===== config.mk =====
export PLATFORM = sky130hd
export DESIGN_NAME = tcw_cursor
export DESIGN_NICKNAME = d
export VERILOG_FILES = /design/src/rtl/core/tcw_pkg.sv /design/src/rtl/core/tcw_cursor.sv
export SDC_FILE = /design/constraint.sdc
export NUM_CORES = 1
export LEC_CHECK = 0
export BUFFER_PORTS_ARGS = -buffer_cell sky130_fd_sc_hd__buf_2
export CAP_MARGIN = 15
export CORE_UTILIZATION = 40
export DETAILED_ROUTE_END_ITERATION = 10
export PLACE_DENSITY = 0.58
export SLEW_MARGIN = 30
export SYNTH_ARGS = -nofsm -noshare
export SYNTH_HDL_FRONTEND = slang
export SYNTH_SLANG_ARGS = --single-unit

===== constraint.sdc =====
create_clock -name clk -period 3.75 [get_ports clk]
set_clock_uncertainty 0.1 [all_clocks]
set_input_delay 0 -clock clk [delete_from_list [all_inputs] [get_ports clk]]
set_output_delay 0 -clock clk [all_outputs]
set_load 0.02 [all_outputs]

===== src/rtl/core/tcw_pkg.sv =====
`timescale 1ns / 1ps
// ============================================================================
// tcw_pkg
// Shared types and constants for the text console writer.
// ============================================================================
package tcw_pkg;

    // Fixed field widths
    localparam int ROW_W   = 5;
    localparam int COL_W   = 7;
    localparam int CHAR_W  = 8;
    localparam int CELL_W  = 16;
    localparam int ADDR_W  = 11;
    localparam int LIN_W   = 12;    // linear cell index, covers up to 128 x 32 cells
    localparam int PADDR_W = 3;
    localparam int PDATA_W = 32;

    // Character codes
    localparam logic [CHAR_W-1:0] CHAR_TAB     = 8'd9;
    localparam logic [CHAR_W-1:0] CHAR_NEWLINE = 8'd10;
    localparam logic [CHAR_W-1:0] CHAR_RETURN  = 8'd13;
    localparam logic [CHAR_W-1:0] CHAR_SPACE   = 8'h20;

    // Tab stops every 4 columns
    localparam logic [COL_W:0]    TAB_STEP = 8'd4;
    localparam logic [COL_W:0]    TAB_MASK = ~8'd3;

    localparam logic [CHAR_W-1:0] RESET_COLOR = 8'h07;
    localparam logic [CELL_W-1:0] RESET_BLANK = {RESET_COLOR, CHAR_SPACE};

    // Register map: word index taken from paddr[2]
    localparam logic REG_TEXT_COLOR = 1'b0;

    typedef enum logic [1:0] {
        OP_PUT   = 2'd0,
        OP_CLEAR = 2'd1,
        OP_READ  = 2'd2,
        OP_NONE  = 2'd3
    } op_t;

    // Screen memory control from the top level
    typedef struct packed {
        logic wr_en;
        logic rd_en;
        logic sweep_start;
        logic sweep_copy;
    } tcw_ram_ctl_t;

    // Screen memory status
    typedef struct packed {
        logic busy;
        logic done;
    } tcw_ram_sts_t;

    // Cursor update for the word being accepted
    typedef struct packed {
        logic [ROW_W-1:0] row;
        logic [COL_W-1:0] col;
        logic             scroll;
        logic             wr_en;
    } tcw_cur_t;

endpackage


===== src/rtl/core/tcw_cursor.sv =====
`timescale 1ns / 1ps
// ============================================================================
// tcw_cursor
// Cursor row/column registers and the put-character position update.
// ============================================================================
module tcw_cursor #(
    parameter int SCREEN_WIDTH  = 80,
    parameter int SCREEN_HEIGHT = 25
) (
    input  logic                         clk,
    input  logic                         rst_n,
    input  logic                         step,
    input  tcw_pkg::op_t                 operation,
    input  logic [tcw_pkg::CHAR_W-1:0]   char_code,
    output tcw_pkg::tcw_cur_t            nxt,
    output logic [tcw_pkg::LIN_W-1:0]    lin_addr
);
    import tcw_pkg::*;

    localparam logic [COL_W:0]   WIDTH_LIM  = (COL_W+1)'(SCREEN_WIDTH);
    localparam logic [ROW_W:0]   HEIGHT_LIM = (ROW_W+1)'(SCREEN_HEIGHT);
    localparam logic [ROW_W-1:0] LAST_ROW   = ROW_W'(SCREEN_HEIGHT - 1);

    logic [ROW_W-1:0] row_reg, row_next;
    logic [COL_W-1:0] col_reg, col_next;
    logic [COL_W:0]   col_inc;
    logic [COL_W:0]   col_tab;
    logic [ROW_W:0]   row_inc;
    logic             wrap;
    logic             scroll;
    logic             wr_en;

    always_comb
    begin
        col_inc  = {1'b0, col_reg} + (COL_W+1)'(1);
        col_tab  = ({1'b0, col_reg} + TAB_STEP) & TAB_MASK;
        row_inc  = {1'b0, row_reg} + (ROW_W+1)'(1);
        row_next = row_reg;
        col_next = col_reg;
        wrap     = 1'b0;
        wr_en    = 1'b0;
        scroll   = 1'b0;
        case (operation)
            OP_PUT:
            begin
                case (char_code)
                    CHAR_NEWLINE: wrap = 1'b1;
                    CHAR_RETURN:  col_next = '0;
                    CHAR_TAB:
                    begin
                        if (col_tab >= WIDTH_LIM)
                            wrap = 1'b1;
                        else
                            col_next = col_tab[COL_W-1:0];
                    end
                    default:
                    begin
                        wr_en = 1'b1;
                        if (col_inc >= WIDTH_LIM)
                            wrap = 1'b1;
                        else
                            col_next = col_inc[COL_W-1:0];
                    end
                endcase
            end
            OP_CLEAR:
            begin
                row_next = '0;
                col_next = '0;
            end
            default: ;
        endcase
        // next line; past the last row the screen scrolls
        if (wrap)
        begin
            col_next = '0;
            if (row_inc >= HEIGHT_LIM)
            begin
                row_next = LAST_ROW;
                scroll   = 1'b1;
            end
            else
            begin
                row_next = row_inc[ROW_W-1:0];
            end
        end
    end

    always_ff @(posedge clk or negedge rst_n)
    begin
        if (!rst_n)
        begin
            row_reg <= '0;
            col_reg <= '0;
        end
        else if (step)
        begin
            row_reg <= row_next;
            col_reg <= col_next;
        end
    end

    // cell under the cursor, before the update
    assign lin_addr = LIN_W'(row_reg) * LIN_W'(SCREEN_WIDTH) + LIN_W'(col_reg);

    assign nxt.row    = row_next;
    assign nxt.col    = col_next;
    assign nxt.scroll = scroll;
    assign nxt.wr_en  = wr_en;

endmodule


---- Word-level counts from Yosys, hierarchy flattened ----
Cells that the tools add are included.
cells by class
  add/subtract/negate cells ............... 4
  multiply operators ...................... 1
  magnitude comparators ................... 3
  equal/unequal tests ..................... 4
  mux-type cells .......................... 16
  reduce and logical (&&, ||, !) cells .... 2
operator list
  kind                                                                number
  == test 8 x 4 -> 1 bit (second input constant)                      3
  two-way mux 7 bit                                                   3
  case mux 7 bit (3 select lines)                                     1
  greater-or-equal comparator 8 x 7 -> 1 bit (second input constant)  2
  two-way mux 5 bit                                                   3
  case mux 7 bit (2 select lines)                                     1
  adder 12 x 7 -> 12 bit                                              1
  adder 7 x 1 -> 8 bit (second input constant)                        1
  adder 7 x 3 -> 8 bit (second input constant)                        1
  multiplier 5 x 3 -> 8 bit (second input constant)                   1
  two-way mux 1 bit                                                   7
  adder 5 x 1 -> 6 bit (second input constant)                        1
  greater-or-equal comparator 6 x 5 -> 1 bit (second input constant)  1
  case mux 1 bit (3 select lines)                                     1
  OR reduction 3 bit                                                  1
  == test 2 x 1 -> 1 bit (second input constant)                      1
  logical NOT 2 bit                                                   1
word-level totals
  bits in registers ....................... 12
  input port bits ......................... 13

---- Depth between registers and ports, before layout ----
Gate-level depths: netlist (run 1).
  depth in word-level cells ............... 6
  depth in mapped cells ................... 9
  gate-level depth less buffers ........... 8

---- Worst setup path before layout (run 1) ----
OpenSTA, ideal clock, no wires.
  path kind ............................... register -> output
  start ................................... register col_reg[3]
  end ..................................... output nxt[11] (netlist bit)
  data arrival time ....................... 2.382 ns
  slack ................................... 1.268 ns
  cell stages (with the launch flop) ...... 9
  buffers on the path ..................... 2
  cell sequence ........................... dfrtp_1 -> ha_1 -> buf_4 -> and2_1 -> a31oi_1 -> o211a_1 -> a211oi_2 -> buf_6 -> o311ai_0
RTL lines
  element                   RTL line          source
  start: declaration        tcw_cursor.sv:25  logic [COL_W-1:0] col_reg, col_next;
  start signal: assignment  tcw_cursor.sv:99  col_reg <= col_next;
  end: declaration          tcw_cursor.sv:15  output tcw_pkg::tcw_cur_t nxt,

==> results by group, run 1 <==
Critical path
  • Crit path required time: 3.65 ns
  • Worst-path cell chain: ha_1 -> nand3_1 -> o211ai_1 -> o211a_1 -> a211oi_2 -> buf_4 -> a211o_1 -> o31ai_1 -> buf_2
  • Crit-path max FO: 21
  • Worst Path Buf+Inv: 2
  • CP Depth: 9
  • Worst reg2reg setup slack: 1.00 ns
  • Crit end category: output port
  • CP arrival: 2.96 ns
  • R2R depth: 8
  • Crit path largest cell delay: approximately 0.6 ns
  • Crit path kind: register to output port
  • Slowest-stage cell, CP: dfrtp_1
  • Startpoint type of the worst setup path: register
  • Crit path max-delay family: compound AO/OA/AOI/OAI gates

Routing
  • Detailed-route wire length: 4.24 mm
  • Initial DRC Count: slightly above 100
  • WL/cell: about 14 um
  • Vias/cell: 5.65
  • First-pass iteration count of the detailed router: 4
  • Post-route ant nets: 0
  • Vias: ~1,700
  • Drc violations: 0

Flow run
  • Max Cap Viol: 0

Layout
  • Fill cells: 430
  • Max reg flops: 7
  • Fraction of layout cells with a size suffix above 1: about a quarter
  • Diode count: 0
  • Syn-to-layout area delta: 12.3%
  • Utilization after layout: around half
  • Layout Nets: ~280

Yosys
  • Top cell type's share of synthesized area: about 17%
  • Mapped Cells: roughly 220
  • Sequential element share of the synthesized area: between 10% and 20%
  • Top-count cell post-synth: nand2_1
  • Avg Cell Area, Syn: approximately 8.0 um2
  • Distinct cells, synth: 63
  • Count of flip-flops with a built-in enable after synthesis: 0
  • Mapped Nets: 251
  • Leading area contributor after synthesis: dfrtp_1
  • Predominant post-synthesis flop cell: dfrtp_1
  • Synthesized cell area: ~0.0018 mm2
  • Main area contributors after synthesis: dfrtp_1, ha_1, a21oi_1
  • Synth async-reset ratio: 100%
  • Leading cell types by count after synthesis: nand2_1, a21oi_1, inv_1
  • Post-synthesis register bit count: 12
  • Ys Warns: 0

Pwr
  • Portion of total power attributed to the clock network: between 30% and 40%
  • Combinational Power Share: approximately a fifth
  • Net switching power: roughly 0.11 mW
  • VDD IR-drop max: around 160 uV
  • Sequential power share: 40.5%
  • P_int: 0.258 mW
  • P_leak: ~0.94 nW
  • Sw frac: between 20% and 30%
  • Pwr Density: 184 mW/mm2

Floorplan
  • Die Width: between 60 and 70 um
  • Area of the core: about 0.004 mm2
  • Die height: 68.5 um
  • FP Rows: 23
  • DIE AREA: about 0.0047 mm2
  • Boundary Pins: 39
  • Initial Utilization: between 40% and 50%

Global route
  • Initial antenna violation count: 0
  • Total gr overflow: 0
  • Overall Global Routing Usage: around a fifth
  • Vias in the first global route: 1,414
  • Largest net degree at the start of global routing: 22
  • First-pass GRT wire length: roughly 6.9 mm

STA
  • Slew HR: a little under three fifths
  • Setup TNS: 0 ns
  • Min Hold Slack: between 0.02 and 0.03 ns
  • Worst-Margin Slew: roughly 0.64 ns
  • Unrepaired setup endpoints after global routing: false
  • Crit path time final: about 3 ns
  • F_max: between 300 and 400 MHz
  • Slew Limit Fails: 0
  • Crit share post-route: about four fifths
  • Setup violators final: 0
  • Fin. Hold Viols: 0

CTS
  • Clock Sinks: 12
  • Clock Path Buffers: 2
  • Clock Latency Late Sink: 0.24 ns
  • Total CTS buffers: 3
  • Clock slew at reported path FFs: about 0.050 ns
  • H-tree levels: 1
  • CTS Root Cell: clkbuf_8
  • CTS tree: done

Min path
  • Hold path depth: 3
  • Hold WC Path Type: input port to register

Place
  • I/O Buffers: 38
  • DP HPWL: around 3.2 mm
  • Routability Congestion: a little over 0.9

Run status
  • Outcome: complete, no violations
## per-stage QoR
step | cell area (um2) | setup slack (ns) | power (mW) | cells
after floorplan | 1770 | 1.27 | 0.205 | 222
after global placement | 1910 | 1.02 | 0.226 | 293
after detailed placement | 1910 | 0.978 | 0.226 | 293
after CTS | 1990 | 0.701 | 0.370 | 299
after global routing | 1990 | 0.482 | 0.387 | 299
final | 1990 | 0.688 | 0.366 | 299
## power groups by stage
stage          logic (mW)  registers (mW)  clock network [mW]
2_1_floorplan      0.0610           0.144                   0
3_3_place_gp       0.0766           0.150                   0
3_5_place_dp       0.0761           0.150                   0
4_1_cts            0.0778           0.148               0.144
5_1_grt            0.0862           0.149               0.151
6_report           0.0778           0.148               0.140
## cell families (layout without fill, tap and decap cells)
| logic type | Yosys count | count (layout) | share of synthesized area [%] |
|---|---|---|---|
| adder cells (fa/ha/maj) | 16 | 16 | 12.2 |
| multiplexers | 5 | 5 | 3.25 |
| flip-flops | 12 | 12 | 17.0 |
| XOR/XNOR | 10 | 10 | 4.95 |
| buffers and inverters | 34 | 61 | 10.0 |
| AND/OR/NAND/NOR | 77 | 77 | 24.5 |
| AO/OA/AOI/OAI | 68 | 68 | 28.2 |
## metal layers
metal	routed length (um)	GRT usage [%]	vias to the layer above	share of wire [%]
met1	2240	30.3	771	53
met3	245	3.62	4	5.8
met2	1740	27.2	55	41
met5	0	0	-	0
met4	24	3.13	0	0.57
li1	-	-	859	-
## final timing paths
path	start	endpoint
setup / recovery	col_reg[3]	nxt[4]
hold / removal	step	col_reg[4]
setup reg to reg	col_reg[3]	col_reg[6]
hold reg to reg	col_reg[1]	col_reg[1]
max in group asynchronous	rst_n	col_reg[6]
min in group asynchronous	rst_n	row_reg[4]
## layout by cell type, fill, tap and decap left out, types with 3 or more instances in the layout
| cell | count |
|---|---|
| a31oi_1 | 5 |
| inv_1 | 16 |
| nand3_1 | 6 |
| xor2_1 | 3 |
| and3_1 | 3 |
| nand4_1 | 3 |
| a41o_1 | 3 |
| nand2_1 | 19 |
| o22ai_1 | 3 |
| ha_1 | 14 |
| dfrtp_1 | 12 |
| clkbuf_8 | 4 |
| a21oi_1 | 17 |
| o21ai_0 | 8 |
| o211ai_1 | 3 |
| nand2b_1 | 4 |
| buf_2 | 38 |
| a21o_1 | 4 |
| and2_1 | 3 |
| nor2b_1 | 7 |
| xnor2_1 | 7 |
| nor2_1 | 14 |
| nor3_1 | 3 |
## timing repair
item,CTS,global route
buffers inserted,0,0
endpoints found under the setup margin,0,0
gates resized for setup,0,0
endpoints found under the hold margin,13,0
hold buffers,2,0
## layout make-up
type / instances / area (um2) / share of cell area [%]
Sequential cell: 12 / 300 / 15.1
Multi-Input combinational cell: 176 / 1290 / 65.0
Tap cell: 50 / 62.6 / 3.15
Timing Repair Buffer: 41 / 218 / 11.0
Clock buffer: 4 / 55.1 / 2.77
Inverter: 16 / 60.1 / 3.02
## tightest hold or removal path, delay by kind of cell
kind                   cells  cell delay (ns)
buffers and inverters      1             0.18
and+or+nand+nor            1             0.10
AOI/OAI and AO/OA          1             0.05
No activity file was read; power rests on OpenSTA's default activity.
==> run 2: changes to the inputs <==
- PLACE_DENSITY: 0.58 -> 0.6
- clock period: 3.75 -> 2.8 ns (I/O delays scaled with it)
==> results by group, run 2 (same netlist as run 1, synthesis figures left out) <==
Flow run
  • Max Cap Viol: 0 (unchanged)

Global route
  • Vias in the first global route: 1,491 (was 1,414)
  • Largest net degree at the start of global routing: 21 (was 22)
  • Initial antenna violation count: 0 (unchanged)
  • Total gr overflow: 0 (unchanged)
  • Overall Global Routing Usage: 20.7% (was 19.3%)
  • First-pass GRT wire length: 7.31 mm (was 6.90 mm)

Critical path
  • Startpoint type of the worst setup path: register (unchanged)
  • Slowest-stage cell, CP: dfrtp_1 (unchanged)
  • Crit path max-delay family: compound AO/OA/AOI/OAI gates (unchanged)
  • Worst-path cell chain: ha_2 -> nor3_2 -> a311oi_4 -> o21bai_2 -> a211oi_2 -> buf_6 -> nor2_1 -> mux2_2 -> buf_2 (was ha_1 -> nand3_1 -> o211ai_1 -> o211a_1 -> a211oi_2 -> buf_4 -> a211o_1 -> o31ai_1 -> buf_2)
  • Crit end category: output port (unchanged)
  • CP arrival: 2.56 ns (was 2.96 ns)
  • Crit-path max FO: 20 (was 21)
  • Crit path required time: 2.70 ns (was 3.65 ns)
  • Crit path largest cell delay: 0.35 ns (was 0.60 ns)
  • Worst Path Buf+Inv: 2 (unchanged)
  • Crit path kind: register to output port (unchanged)

Layout
  • Final Instance Area: 0.00207 mm2 (was 0.00199 mm2)
  • Leading cell type in the layout, fill and taps excluded: buf_2 (unchanged)
  • Fraction of layout cells with a size suffix above 1: 28.8% (was 24.1%)
  • Diode count: 0 (unchanged)
  • Register area: 303 um2 (was 300 um2)
  • Max reg flops: 7 (unchanged)
  • Layout Nets: 287 (was 279)
  • Syn-to-layout area delta: 16.8% (was 12.3%)
  • Multi-input gate area in the final layout: 0.00131 mm2 (was 0.00129 mm2)
  • Fill cells: 422 (was 430)
  • Most frequent cells in the layout: buf_2, nand2_1, inv_1, a21oi_1, nor2_1 (was buf_2, nand2_1, a21oi_1, inv_1)

Floorplan
  • Initial Utilization: 43.0% (unchanged)
  • DIE AREA: 0.00470 mm2 (unchanged)
  • FP Rows: 23 (unchanged)
  • Area of the core: 0.00412 mm2 (unchanged)
  • Boundary Pins: 39 (unchanged)
  • Die Width: 68.5 um (unchanged)
  • Die height: 68.5 um (unchanged)

CTS
  • CTS tree: done (unchanged)
  • CTS Root Cell: clkbuf_8 (unchanged)
  • Clock Path Buffers: 2 (unchanged)
  • Clock Sinks: 12 (unchanged)
  • Clock slew at reported path FFs: 0.05 ns (about the same)
  • H-tree levels: 1 (unchanged)
  • Total CTS buffers: 3 (unchanged)
  • Clock Latency Late Sink: 0.24 ns (about the same)

Pwr
  • P_leak: 0.973 nW (was 0.939 nW)
  • Sequential power share: 38.3% (was 40.5%)
  • Pwr Density: 239 mW/mm2 (was 184 mW/mm2)
  • Tot Pwr: 0.495 mW (was 0.366 mW)
  • Net switching power: 0.143 mW (was 0.108 mW)
  • Portion of total power attributed to the clock network: 37.1% (was 38.2%)
  • Sw frac: 28.8% (was 29.5%)
  • VDD IR-drop max: 293 uV (was 164 uV)
  • P_int: 0.352 mW (was 0.258 mW)
  • Combinational Power Share: 24.6% (was 21.3%)

STA
  • Worst-Margin Slew: 0.454 ns (was 0.642 ns)
  • Crit path time final: about 2.7 ns
  • Setup TNS: 0 ns (unchanged)
  • Slew HR: 69.5% (was 57.2%)
  • Unrepaired setup endpoints after global routing: false (unchanged)
  • Fin. Hold Viols: 0 (unchanged)
  • Min Hold Slack: 0.0181 ns (was 0.0294 ns)
  • Crit share post-route: between 90% and 100%
  • Setup violators final: 0 (unchanged)
  • F_max: about 380 MHz
  • Slew Limit Fails: 0 (unchanged)

Routing
  • Detailed-route wire length: 4.39 mm (was 4.24 mm)
  • First-pass iteration count of the detailed router: 4 (unchanged)
  • Drc violations: 0 (unchanged)
  • Met1 wire length: 2.25 mm (was 2.24 mm)
  • Metal3 WL: 219 um (was 245 um)
  • WL/cell: 14.3 um (was 14.2 um)
  • Top Metal Used: met4 (unchanged)
  • Post-route ant nets: 0 (unchanged)
  • Vias: 1,745 (was 1,689)
  • Met2 wirelength from detailed routing: 1.90 mm (was 1.74 mm)
  • Initial DRC Count: 113 (was 102)
  • Vias/cell: 5.68 (was 5.65)

Place
  • Area after DPL: 0.00197 mm2 (was 0.00191 mm2)
  • Routability Congestion: 0.836 (was 0.913)
  • DP HPWL: 3.44 mm (was 3.23 mm)
  • I/O Buffers: 38 (unchanged)

Min path
  • Hold WC Path Type: input port to register (unchanged)

Run status
  • Outcome: complete, no violations (unchanged)
run 2: cell count changes in the layout (fill, tap and decap cells not counted):
cell     previous run  this run
buf_4               1         8
dfrtp_2             0         2
dfrtp_1            12        10
ha_1               14        12
nor3b_1             2         1
ha_2                0         2
buf_6               0         1
a21oi_2             0         1
a21oi_1            17        16
nor3b_2             1         2
run 2: layout make-up:
| class | count | share of cell area (%) |
|---|---|---|
| inverters | 16 | 2.90 |
| well taps | 50 | 3.02 |
| clock buffers | 4 | 2.66 |
| repair buffers | 49 | 13.6 |
| flip-flops and latches | 12 | 14.6 |
| multi-input cells | 176 | 63.2 |
run 2: final timing paths:
kind	from	end	slack (ns)	cells past startpoint
worst min register to register	col_reg[1]	col_reg[1]	0.54	2
worst max register to register	col_reg[2]	row_reg[3]	0.48	8
worst max-delay path	col_reg[2]	nxt[9]	0.14	9
min in group asynchronous	rst_n	row_reg[4]	0.06	2
worst min-delay path	step	row_reg[4]	0.02	2
max in group asynchronous	rst_n	col_reg[4]	2.30	2
run 2: power groups by stage:
stage | Clock [mW] | Sequential [mW] | Combinational [mW]
floorplan | 0 | 0.193 | 0.0817
global placement | 0 | 0.192 | 0.119
detailed placement | 0 | 0.192 | 0.119
CTS | 0.191 | 0.189 | 0.121
global route | 0.199 | 0.191 | 0.133
finish | 0.184 | 0.190 | 0.121
run 2: stage by stage:
stage,instances,worst slack [ns],util [%]
6_report,307,0.141,50.3
5_1_grt,307,0.0101,50.3
4_1_cts,307,0.0905,49.8
3_5_place_dp,301,0.267,47.9
3_3_place_gp,301,0.332,47.9
2_1_floorplan,222,0.318,-
run 2: timing repair:
item / CTS / global route
endpoints found under the hold margin: 13 / 0
setup buffers: 0 / 0
hold buffers: 2 / 0
endpoints found under the setup margin: 1 / 5
gates resized for setup: 1 / 6
run 2: metal layers:
metal | vias up | GRT usage (%)
met5 | - | 0
li1 | 884 | -
met4 | 0 | 3.91
met1 | 808 | 32.7
met3 | 2 | 2.14
met2 | 51 | 29.7
run 2: worst reg2reg max path, cell delays in order (launching register included):
cell      delay, ns
dfrtp_1        0.35
ha_2           0.32
nor3_2         0.10
a311oi_4       0.35
o21bai_2       0.14
a211oi_2       0.33
buf_6          0.23
a41o_1         0.21
a21oi_1        0.07
